File: src/sgpc_pkg.sv
// Shared widths, request codes and the vector entry type for the page coalescer.
// Used by the coalescer core, its port checker and the testbench; depends on nothing else.
package sgpc_pkg;

  localparam int unsigned CACHE_W    = 16;
  localparam int unsigned PHYS_W     = 40;
  localparam int unsigned OFFSET_W   = 32;
  localparam int unsigned LIMIT_W    = 17;
  localparam int unsigned PAGES_W    = 16;
  localparam int unsigned VTOTAL_W   = 6;
  localparam int unsigned SUM_W      = PHYS_W + 1;
  localparam int unsigned MAX_VECTORS_DEF = 32;

  localparam logic REQ_PAGE  = 1'b0;
  localparam logic REQ_FLUSH = 1'b1;

  typedef struct packed {
    logic [PHYS_W-1:0]  base;
    logic [PAGES_W-1:0] len;
  } vec_t;

endpackage

File: src/scatter_gather_page_coalescer_core.sv
// Scatter-gather page coalescer core: sequencer, shared 41-bit add/compare unit,
// vector ring memory and output register. Depends on sgpc_pkg.
// A page joining an open transfer is accepted, makes four passes through the
// shared adder-comparator, then is decided; opening a transfer is accept, open.
// An emitted transfer reads memory, then loads the output, for each vector (a
// load can stall), then a refused page opens; an empty flush does nothing.
// Reset clears the sequencer and transfer state; the vector memory is not cleared.
module scatter_gather_page_coalescer_core #(
  parameter int unsigned MAX_VECTORS = sgpc_pkg::MAX_VECTORS_DEF
) (
  input  logic                                clk_i,
  input  logic                                rst_ni,
  input  logic                                in_valid_i,
  output logic                                in_stall_o,
  input  logic                                req_type_i,
  input  logic [sgpc_pkg::CACHE_W-1:0]        cache_id_i,
  input  logic [sgpc_pkg::PHYS_W-1:0]         phys_page_i,
  input  logic [sgpc_pkg::OFFSET_W-1:0]       file_offset_i,
  input  logic signed [sgpc_pkg::LIMIT_W-1:0] page_limit_i,
  output logic                                out_valid_o,
  input  logic                                out_stall_i,
  output logic [sgpc_pkg::PHYS_W-1:0]         vec_base_page_o,
  output logic [sgpc_pkg::PAGES_W-1:0]        vec_length_pages_o,
  output logic [sgpc_pkg::OFFSET_W-1:0]       start_offset_o,
  output logic [sgpc_pkg::PAGES_W-1:0]        total_pages_o,
  output logic [sgpc_pkg::VTOTAL_W-1:0]       vec_total_o,
  output logic                                last_o
);
  import sgpc_pkg::*;

  localparam int unsigned PTR_W = (MAX_VECTORS > 1) ? $clog2(MAX_VECTORS) : 1;
  localparam int unsigned RING  = 2 ** PTR_W;
  localparam int unsigned CNT_W = $clog2(MAX_VECTORS + 1);

  localparam logic [2:0] S_IDLE = 3'd0;
  localparam logic [2:0] S_CMP  = 3'd1;
  localparam logic [2:0] S_DEC  = 3'd2;
  localparam logic [2:0] S_RD   = 3'd3;
  localparam logic [2:0] S_WR   = 3'd4;
  localparam logic [2:0] S_OPEN = 3'd5;

  localparam logic [1:0] STEP_TOP_OFF = 2'd0;
  localparam logic [1:0] STEP_BOT_OFF = 2'd1;
  localparam logic [1:0] STEP_TOP_PHY = 2'd2;
  localparam logic [1:0] STEP_BOT_PHY = 2'd3;

  logic [2:0] state_q, state_d;
  logic [1:0] step_q, step_d;
  logic [3:0] adj_q, adj_d;

  // latched input item
  logic [CACHE_W-1:0]        cache_q;
  logic [PHYS_W-1:0]         phys_q;
  logic [OFFSET_W-1:0]       off_q;
  logic signed [LIMIT_W-1:0] lim_q;

  // open transfer
  logic                      open_q, open_d;
  logic                      pend_q, pend_d;
  logic [CACHE_W-1:0]        cur_cache_q, cur_cache_d;
  logic [OFFSET_W-1:0]       run_offset_q, run_offset_d;
  logic [PAGES_W-1:0]        run_pages_q, run_pages_d;
  logic signed [LIMIT_W-1:0] run_limit_q, run_limit_d;
  logic [CNT_W-1:0]          used_q, used_d;
  logic [PTR_W-1:0]          head_q, head_d;
  vec_t                      first_q, first_d;
  vec_t                      last_q, last_d;
  logic [CNT_W-1:0]          k_q, k_d;

  // vector ring
  vec_t             vec_mem [RING];
  vec_t             rdata_q;
  logic             mem_we;
  logic [PTR_W-1:0] mem_waddr;
  vec_t             mem_wdata;
  logic             mem_re;
  logic [PTR_W-1:0] mem_raddr;
  logic [PTR_W-1:0] tail;

  // shared adder-comparator
  logic [SUM_W-1:0] alu_a, alu_b, alu_t, alu_sum;
  logic             alu_eq;

  // output register
  logic                out_valid_q, out_valid_d;
  vec_t                out_vec_q;
  logic [OFFSET_W-1:0] out_off_q;
  logic [PAGES_W-1:0]  out_pages_q;
  logic [VTOTAL_W-1:0] out_vtot_q;
  logic                out_last_q;
  logic                out_load;

  logic accept_in, limit_hit, pages_full, room, join_ok;
  vec_t new_vec;

  assign accept_in = in_valid_i && !in_stall_o;
  assign in_stall_o = (state_q != S_IDLE);
  assign tail = head_q + PTR_W'(used_q - CNT_W'(1));
  assign new_vec = '{base: phys_q, len: PAGES_W'(1)};

  always_comb begin
    unique case (step_q)
      STEP_TOP_OFF: begin
        alu_a = SUM_W'(run_offset_q);
        alu_b = SUM_W'(run_pages_q);
        alu_t = SUM_W'(off_q);
      end
      STEP_BOT_OFF: begin
        alu_a = SUM_W'(run_offset_q);
        alu_b = '1;
        alu_t = SUM_W'(off_q);
      end
      STEP_TOP_PHY: begin
        alu_a = SUM_W'(last_q.base);
        alu_b = SUM_W'(last_q.len);
        alu_t = SUM_W'(phys_q);
      end
      default: begin
        alu_a = SUM_W'(first_q.base);
        alu_b = '1;
        alu_t = SUM_W'(phys_q);
      end
    endcase
    alu_sum = alu_a + alu_b;
    alu_eq  = (alu_sum == alu_t);
  end

  assign limit_hit  = !run_limit_q[LIMIT_W-1] &&
                      (LIMIT_W'(run_pages_q) >= $unsigned(run_limit_q));
  assign pages_full = &run_pages_q;
  assign room       = (used_q < CNT_W'(MAX_VECTORS));
  assign join_ok    = (cache_q == cur_cache_q) && !limit_hit && !pages_full;

  always_comb begin
    state_d      = state_q;
    step_d       = step_q;
    adj_d        = adj_q;
    open_d       = open_q;
    pend_d       = pend_q;
    cur_cache_d  = cur_cache_q;
    run_offset_d = run_offset_q;
    run_pages_d  = run_pages_q;
    run_limit_d  = run_limit_q;
    used_d       = used_q;
    head_d       = head_q;
    first_d      = first_q;
    last_d       = last_q;
    k_d          = k_q;
    mem_we       = 1'b0;
    mem_waddr    = head_q;
    mem_wdata    = new_vec;
    mem_re       = 1'b0;
    mem_raddr    = head_q + PTR_W'(k_q);
    out_load     = 1'b0;

    unique case (state_q)
      S_IDLE: begin
        if (accept_in) begin
          if (req_type_i == REQ_FLUSH) begin
            if (open_q) begin
              pend_d  = 1'b0;
              k_d     = '0;
              state_d = S_RD;
            end
          end else if (open_q) begin
            step_d  = STEP_TOP_OFF;
            state_d = S_CMP;
          end else begin
            state_d = S_OPEN;
          end
        end
      end
      S_CMP: begin
        adj_d[step_q] = alu_eq;
        step_d = step_q + 2'd1;
        if (step_q == STEP_BOT_PHY) begin
          state_d = S_DEC;
        end
      end
      S_DEC: begin
        state_d = S_IDLE;
        if (join_ok && adj_q[STEP_TOP_OFF] && adj_q[STEP_TOP_PHY]) begin
          // grow the last vector
          last_d.len = last_q.len + PAGES_W'(1);
          if (used_q == CNT_W'(1)) first_d = last_d;
          mem_we      = 1'b1;
          mem_waddr   = tail;
          mem_wdata   = last_d;
          run_pages_d = run_pages_q + PAGES_W'(1);
        end else if (join_ok && adj_q[STEP_BOT_OFF] && adj_q[STEP_BOT_PHY]) begin
          // grow the first vector downward
          first_d.base = phys_q;
          first_d.len  = first_q.len + PAGES_W'(1);
          if (used_q == CNT_W'(1)) last_d = first_d;
          mem_we       = 1'b1;
          mem_waddr    = head_q;
          mem_wdata    = first_d;
          run_offset_d = off_q;
          run_pages_d  = run_pages_q + PAGES_W'(1);
        end else if (join_ok && room && (adj_q[STEP_TOP_OFF] || adj_q[STEP_BOT_OFF])) begin
          mem_we      = 1'b1;
          used_d      = used_q + CNT_W'(1);
          run_pages_d = run_pages_q + PAGES_W'(1);
          if (adj_q[STEP_BOT_OFF]) begin
            // new vector at the front: step the ring head back
            head_d       = head_q - PTR_W'(1);
            mem_waddr    = head_d;
            first_d      = new_vec;
            run_offset_d = off_q;
          end else begin
            mem_waddr = tail + PTR_W'(1);
            last_d    = new_vec;
          end
        end else begin
          pend_d  = 1'b1;
          k_d     = '0;
          state_d = S_RD;
        end
      end
      S_RD: begin
        mem_re  = 1'b1;
        state_d = S_WR;
      end
      S_WR: begin
        if (!out_valid_q || !out_stall_i) begin
          out_load = 1'b1;
          k_d      = k_q + CNT_W'(1);
          if (k_d == used_q) begin
            open_d  = 1'b0;
            state_d = pend_q ? S_OPEN : S_IDLE;
          end else begin
            state_d = S_RD;
          end
        end
      end
      S_OPEN: begin
        open_d       = 1'b1;
        pend_d       = 1'b0;
        cur_cache_d  = cache_q;
        run_offset_d = off_q;
        run_pages_d  = PAGES_W'(1);
        run_limit_d  = lim_q;
        used_d       = CNT_W'(1);
        head_d       = '0;
        first_d      = new_vec;
        last_d       = new_vec;
        mem_we       = 1'b1;
        mem_waddr    = '0;
        state_d      = S_IDLE;
      end
      default: state_d = S_IDLE;
    endcase
  end

  always_comb begin
    out_valid_d = out_valid_q;
    if (out_valid_q && !out_stall_i) out_valid_d = 1'b0;
    if (out_load) out_valid_d = 1'b1;
  end

  always_ff @(posedge clk_i or negedge rst_ni) begin
    if (!rst_ni) begin
      state_q      <= S_IDLE;
      step_q       <= STEP_TOP_OFF;
      adj_q        <= '0;
      open_q       <= 1'b0;
      pend_q       <= 1'b0;
      cur_cache_q  <= '0;
      run_offset_q <= '0;
      run_pages_q  <= '0;
      run_limit_q  <= '0;
      used_q       <= '0;
      head_q       <= '0;
      k_q          <= '0;
      out_valid_q  <= 1'b0;
    end else begin
      state_q      <= state_d;
      step_q       <= step_d;
      adj_q        <= adj_d;
      open_q       <= open_d;
      pend_q       <= pend_d;
      cur_cache_q  <= cur_cache_d;
      run_offset_q <= run_offset_d;
      run_pages_q  <= run_pages_d;
      run_limit_q  <= run_limit_d;
      used_q       <= used_d;
      head_q       <= head_d;
      k_q          <= k_d;
      out_valid_q  <= out_valid_d;
    end
  end

  // payload registers
  always_ff @(posedge clk_i) begin
    if (accept_in) begin
      cache_q <= cache_id_i;
      phys_q  <= phys_page_i;
      off_q   <= file_offset_i;
      lim_q   <= page_limit_i;
    end
    first_q <= first_d;
    last_q  <= last_d;
    if (out_load) begin
      out_vec_q   <= rdata_q;
      out_off_q   <= run_offset_q;
      out_pages_q <= run_pages_q;
      out_vtot_q  <= VTOTAL_W'(used_q);
      out_last_q  <= (k_q + CNT_W'(1) == used_q);
    end
  end

  always_ff @(posedge clk_i) begin
    if (mem_we) vec_mem[mem_waddr] <= mem_wdata;
    if (mem_re) rdata_q <= vec_mem[mem_raddr];
  end

  assign out_valid_o        = out_valid_q;
  assign vec_base_page_o    = out_vec_q.base;
  assign vec_length_pages_o = out_vec_q.len;
  assign start_offset_o     = out_off_q;
  assign total_pages_o      = out_pages_q;
  assign vec_total_o        = out_vtot_q;
  assign last_o             = out_last_q;

endmodule

File: config.mk
export PLATFORM = sky130hd
export DESIGN_NAME = scatter_gather_page_coalescer_core
export DESIGN_NICKNAME = d
export VERILOG_FILES = /design/src/sgpc_pkg.sv /design/src/scatter_gather_page_coalescer_core.sv
export SDC_FILE = /design/constraint.sdc
export NUM_CORES = 2
export LEC_CHECK = 0
export BUFFER_PORTS_ARGS = -buffer_cell sky130_fd_sc_hd__buf_2
export CORE_ASPECT_RATIO = 0.7
export CORE_MARGIN = 2
export CORE_UTILIZATION = 56
export DETAILED_ROUTE_END_ITERATION = 6
export PLACE_DENSITY = 0.84
export SLEW_MARGIN = 20
export SYNTH_ARGS = -nofsm -noshare
export SYNTH_HDL_FRONTEND = slang
export SYNTH_SLANG_ARGS = --single-unit
File: constraint.sdc
create_clock -name clk_i -period 6.14 [get_ports clk_i]
set_input_delay 0.614 -clock clk_i [delete_from_list [all_inputs] [get_ports clk_i]]
set_output_delay 0.614 -clock clk_i [all_outputs]
set_load 0.05 [all_outputs]
### After elaboration in Yosys (flattened, before gate mapping)

Memories as Yosys holds them, arrays and structs flattened. A register that Yosys moved wholly into a read port is not among the register bits.
Cells that the tools add are included.

* bits of input ports: 110
* flip-flop bits (word level): 438
* word-level logic and storage cells: 211
* RAM bits: 1792
* output and inout bits: 113
* memories kept: 1

* order comparisons: 4
* eq/ne operators: 34
* reduce and logical (&&, ||, !) cells: 43
* $add $sub $neg: 12
* muxes and demuxes: 90

Memory list
* vec_mem: depth 32, width 56, rd ports 1, clocked after memory_dff 1, wr ports 1, RTL line scatter_gather_page_coalescer_core.sv:71 `vec_t vec_mem [RING];`

Operators with widths (count)
* $mux W56: 11
* $pmux W56 S2: 2
* $mux W32: 4
* $pmux W41 S2: 1
* $mux W16: 5
* $mux W40: 2
* $pmux W40 S2: 1
* $pmux W32 S2: 1
* $mux W6: 10
* $add A16 B1 Y16 const B: 3
* $add A41 B41 Y41: 1
* $eq A41 B41 Y1: 1
* $mux W5: 8
* $pmux W16 S2: 1
* $mux W3: 8
* $ne A2 B2 Y1 const B: 12
* $reduce_and A4 Y1: 6
* $pmux W5 S2: 2
* $mux W1: 19
* $ne A3 B3 Y1 const B: 6
* $pmux W6 S3: 1
* $ge A16 B17 Y1: 1
* $eq A16 B16 Y1: 1
* $ne A4 B4 Y1 const B: 4
* other kinds (37): 72

### Logic depth before layout (Yosys ltp)

* depth after elaboration: 13
* depth in mapped cells: 22
* gate-level depth less buffers: 16

### Least setup slack after synthesis

OpenSTA, ideal clock, no wires.

* path type: reg2reg
* start point: register run_pages_q[0]
* end point: register first_q[0] in the netlist's numbering, enable pin
* library setup time: 547 ps
* stages on the path, launching flop included: 12
* arrival time: 6218 ps
* path buffers: 0
* data required time: 5593 ps
* period minus slack after synthesis: 6765 ps
* slack: -625 ps
* cell sequence: dfrtp_1 > inv_1 > ha_1 > o21bai_1 > a21o_1 > a211oi_1 > o21ai_0 > a22oi_2 > nand3_1 > o21ai_0 > a22oi_1 > o21ai_0

* longest elaborated chain between the ends: 9
* elaborated cells on any way between the ends: 17
* those cells by class: order compare (1); eq/ne (3); reduce/logical (13)

RTL lines
* start, declared: RTL line scatter_gather_page_coalescer_core.sv:62 `logic [PAGES_W-1:0] run_pages_q, run_pages_d;`
* start signal, assigned: RTL line scatter_gather_page_coalescer_core.sv:284 `run_pages_q <= run_pages_d;`
* $ge A16 B17 Y1: RTL line scatter_gather_page_coalescer_core.sv:129 `(LIMIT_W'(run_pages_q) >= $unsigned(run_limit_q));`
* $logic_and A1 B1 Y1: RTL line scatter_gather_page_coalescer_core.sv:128 `assign limit_hit = !run_limit_q[LIMIT_W-1] &&`
* $logic_not A1 Y1: RTL line scatter_gather_page_coalescer_core.sv:132 `assign join_ok = (cache_q == cur_cache_q) && !limit_hit && !pages_full;`
* $logic_and A1 B1 Y1: RTL line scatter_gather_page_coalescer_core.sv:132
* $logic_and A1 B1 Y1 (*): RTL line scatter_gather_page_coalescer_core.sv:132
* $logic_and A1 B1 Y1, on equally long branches (2 in series): RTL line scatter_gather_page_coalescer_core.sv:182, scatter_gather_page_coalescer_core.sv:190, scatter_gather_page_coalescer_core.sv:200
* $ne A4 B4 Y1 (no line) / $ne A3 B3 Y1 (equally long branches)
* $reduce_and A4 Y1 (no line) (*)
* end signal, assigned: RTL line scatter_gather_page_coalescer_core.sv:301 `first_q <= first_d;`
* end, declared: RTL line scatter_gather_page_coalescer_core.sv:66 `vec_t first_q, first_d;`

Every way passes the cells marked *; elsewhere a longest branch is shown, timed or not.
A chain may end at the register's enable or synchronous reset.

### Worst setup path in the final report

* start point: register step_q[0]
* end point: register adj_q[0]

* longest elaborated chain between the ends: 6
* elaborated cells on any way between the ends: 15
* those cells by class: add/sub (1); order compare (2); eq/ne (3); mux (6); reduce/logical (3)

RTL lines
* start, declared: RTL line scatter_gather_page_coalescer_core.sv:48 `logic [1:0] step_q, step_d;`
* start signal, assigned: RTL line scatter_gather_page_coalescer_core.sv:278 `step_q <= step_d;`
* $eq A2 B1 Y1 / $logic_not A2 Y1 (equally long branches): RTL line scatter_gather_page_coalescer_core.sv:102 `unique case (step_q)`
* $reduce_or A2 Y1 (no line)
* $pmux W40 S2: RTL line scatter_gather_page_coalescer_core.sv:102
* $add A41 B41 Y41: RTL line scatter_gather_page_coalescer_core.sv:124 `alu_sum = alu_a + alu_b;`
* $eq A41 B41 Y1: RTL line scatter_gather_page_coalescer_core.sv:125 `alu_eq = (alu_sum == alu_t);`
* $bwmux W4 (*): RTL line scatter_gather_page_coalescer_core.sv:174 `adj_d[step_q] = alu_eq;`
* end signal, assigned: RTL line scatter_gather_page_coalescer_core.sv:279 `adj_q <= adj_d;`
* end, declared: RTL line scatter_gather_page_coalescer_core.sv:49 `logic [3:0] adj_q, adj_d;`

Marks and branches as above.

==> flow_summary.toml <==
[layout]
drive_gt1_share_pct = 21.9
multi_input_area_um2 = 23200
num-nets-final = 5845
fill_cells = 10402
fin_util_pct = 63.9
area_growth_pct = 13.3
antenna_cells = 0
regArea_um2 = 68100
finalNonFillerCells = 8018

[yosys]
synth_top_area_share_pct = 71.0
syn_inst = 5250
ys_seq_area_share_pct = 73.9
synth_area_leaders = "edfxtp_1, mux4_2, nand2_1"
yosys.area.top_type = "edfxtp_1"
synth_fp_nets = 5442
syn_avg_cell_area_um2 = 17.5
yosysWarnings = 0
synth_cell_type_count = 76
synth_edf_count = 2176
async_reset_ff_share_pct = 4.81
syn_area_um2 = 92100
synth_commonest_cells = "edfxtp_1, nand2_1, mux4_2"
synth_seq_cells = 2286
yosysMostFrequentCell = "edfxtp_1"
ys.flop_type = "edfxtp_1"

[global_route]
antenna_found_initial = 2
grt_max_degree = 113
grt_pass1_wl_um = 371000
grt.total_usage_pct = 30.6
grt_pass1_vias = 53632
overflow = 0

[clock_tree]
cts_max_path_buffers = 3
clkLatencyLatePin_ns = 0.84
cts_root_buf = "clkbuf_16"
cts-buffers-inserted = 191
cts_tree = "built"
cts_max_level = 4
clkTransAtPathRegs_ns = 0.07
numClockSinks = 2286

[worst_setup_path]
critical_path.max_fanout = 22
cp_cell_sequence = "inv_1 > ha_1 > or2_2 > inv_1 > ha_1 > a21oi_1 > o21ai_1 > inv_1 > o311ai_0 > nor2_1 > xnor2_1 > a2111oi_1 > nand4_1 > o21ai_1"
cp_top_family = "compound AO/OA/AOI/OAI gates"
critPathLaunchType = "register"
cp_data_required_time_ns = 6.88
worstRegToRegCells = 14
path_common_cell = "inv_1"
critPathBufInv = 3
cp_slowest_cell = "o311ai_0"
r2r_start = "step_q[0]"
end_kind = "register"
critPathArrivalTime_ns = 6.68
max_stage_delay_ns = 0.64
ff2ff_setup_slack_ns = 0.20
r2r-end = "adj_q[0]"
worstSetupPathType = "reg -> reg"

[sta]
setup-violations-final = 0
slew_headroom_pct = 25.5
layout_min_cycle_time_ns = 5.94
fin_skew_ns = 0.0496
fin_crit_sh_pct = 96.7
tightest_slew_ns = 1.12
hold_ws_ns = 0.120
rsz0062_at_grt = "no"
clock.fmax_mhz = 168
final-max-slew-violation-count = 0
tns_ns = 0
hold_viol = 0

[power_and_ir_drop]
p_seq_share_pct = 45.5
internal-power_mw = 28.5
clockPowerShare_pct = 30.0
switching_share_pct = 31.1
power_density_nw_per_um2 = 396
combPwrFrac_pct = 24.5
vdd_drop_max_mv = 0.351
cellLeakagePower_nw = 33.2
p_sw_mw = 12.8

[outcome]
status = "finished clean"

[floorplanning]
core_area_um2 = 163000
pin_count = 223
die-height_um = 343
std_cell_rows = 124
die_x_um = 489
start_util_pct = 56.4
die_area_um2 = 168000

[place]
port_buffers = 222
dp_cells = 7556
gp_congestion = 0.938
dpl.hpwl_um = 140000

[min_path]
hp-class = "in -> reg"
min_path_cells = 3
hold_end = "out_valid_o"
hp-start = "out_stall_i"

[route]
ant_nets = 0
drcViolationCount = 0
avgViaCountPerCell = 6.76
first_iter_violations = 8539
wl_per_cell_um = 32.0
routed-via-count = 54170
drt-total-wl_um = 257000
first_pass_iters = 6

[job]
cap_viol_max_count = 0
## metrics by stage
stage | power [mW] | setup slack [ns] | cell area (um2)
floorplan | 25.7 | 0.381 | 92100
global placement | 28.6 | 0.346 | 96900
detailed placement | 28.7 | 0.359 | 96900
CTS | 41.0 | 0.228 | 104000
global route | 42.6 | 0.135 | 104000
finish | 41.3 | 0.203 | 104000
## worst max-delay path by stage
stage,from,endpoint,slack [ns],depth (start not counted)
2_1_floorplan,head_q[1],vec_mem[18][0],0.38,16
3_3_place_gp,step_q[0],adj_q[2],0.35,16
3_5_place_dp,step_q[0],adj_q[3],0.36,16
4_1_cts,step_q[0],adj_q[0],0.23,16
5_1_grt,step_q[0],adj_q[0],0.13,14
6_report,step_q[0],adj_q[0],0.20,14
## cells by family after synthesis
family	Yosys count	synth area share [%]
flops	2286	73.9
simple gates	1375	6.51
mux	591	12.7
compound gates	466	3.14
buf+inv	317	1.33
xor+xnor	133	1.26
fa+ha+maj	82	1.14
## worst register-to-register path, cell delays in order (launching register included)
cell and delay, ns:
dfrtp_1 0.43, inv_1 0.11, ha_1 0.42, or2_2 0.46, inv_1 0.54, ha_1 0.63, a21oi_1 0.17, o21ai_1 0.49
inv_1 0.08, o311ai_0 0.64, nor2_1 0.25, xnor2_1 0.23, a2111oi_1 0.63, nand4_1 0.47, o21ai_1 0.30
## power by group through the flow
stage               combinational (mW)  clock (mW)  sequential [mW]
detailed placement                9.62           0             19.1
CTS                               9.80        12.4             18.8
global placement                  9.53           0             19.1
floorplan                         6.57           0             19.2
global route                      10.8        13.0             18.8
finish                            10.1        12.4             18.8
## cell usage in the layout (no fill, tap or decap), types with 52 or more instances in the layout
cell	n
nand3_1	328
buf_4	99
nand2_1	755
dfrtp_1	110
inv_1	52
dlygate4sd3_1	106
edfxtp_1	2176
ha_1	76
mux2_2	112
o21ai_0	179
a22oi_1	66
a21oi_1	85
buf_2	221
mux4_2	448
clkbuf_16	197
xor2_1	60
nor2_1	98
xnor2_1	68
## final cells by class
type | instances | area share, %
clock inverter | 111 | 1.01
inverter | 53 | 0.196
tap | 2205 | 2.64
sequential | 2286 | 65.3
multi-input combinational | 2647 | 22.2
clock buffer | 242 | 4.96
timing repair buffer | 474 | 3.71
## flip-flops by register name, indices dropped and copies added (netlist names), 17 cells and up
signal           count
last_q              56
vec_mem           1792
run_offset_q        32
off_q               32
lim_q               17
rdata_q             56
start_offset_o      32
run_limit_q         17
vec_base_page_o     40
first_q             56
phys_q              40
## timing repair
| action | in CTS | in global routing |
|---|---|---|
| endpoints found under the hold margin | 150 | 0 |
| buffers inserted | 0 | 0 |
| setup endpoints to repair | 0 | 4 |
| hold buffers | 106 | 0 |
| resized for setup | 0 | 3 |
## per-layer routing
layer | global-route usage, % | routed length (um) | vias up | share of wire [%]
met5 | 0 | 0 | - | 0
met4 | 11.2 | 9830 | 0 | 3.8
met3 | 7.38 | 32900 | 640 | 13
met2 | 48.9 | 124000 | 4606 | 48
met1 | 41.5 | 90000 | 27468 | 35
li1 | - | - | 21456 | -
Note: power is estimated with default switching activity, not from simulation.
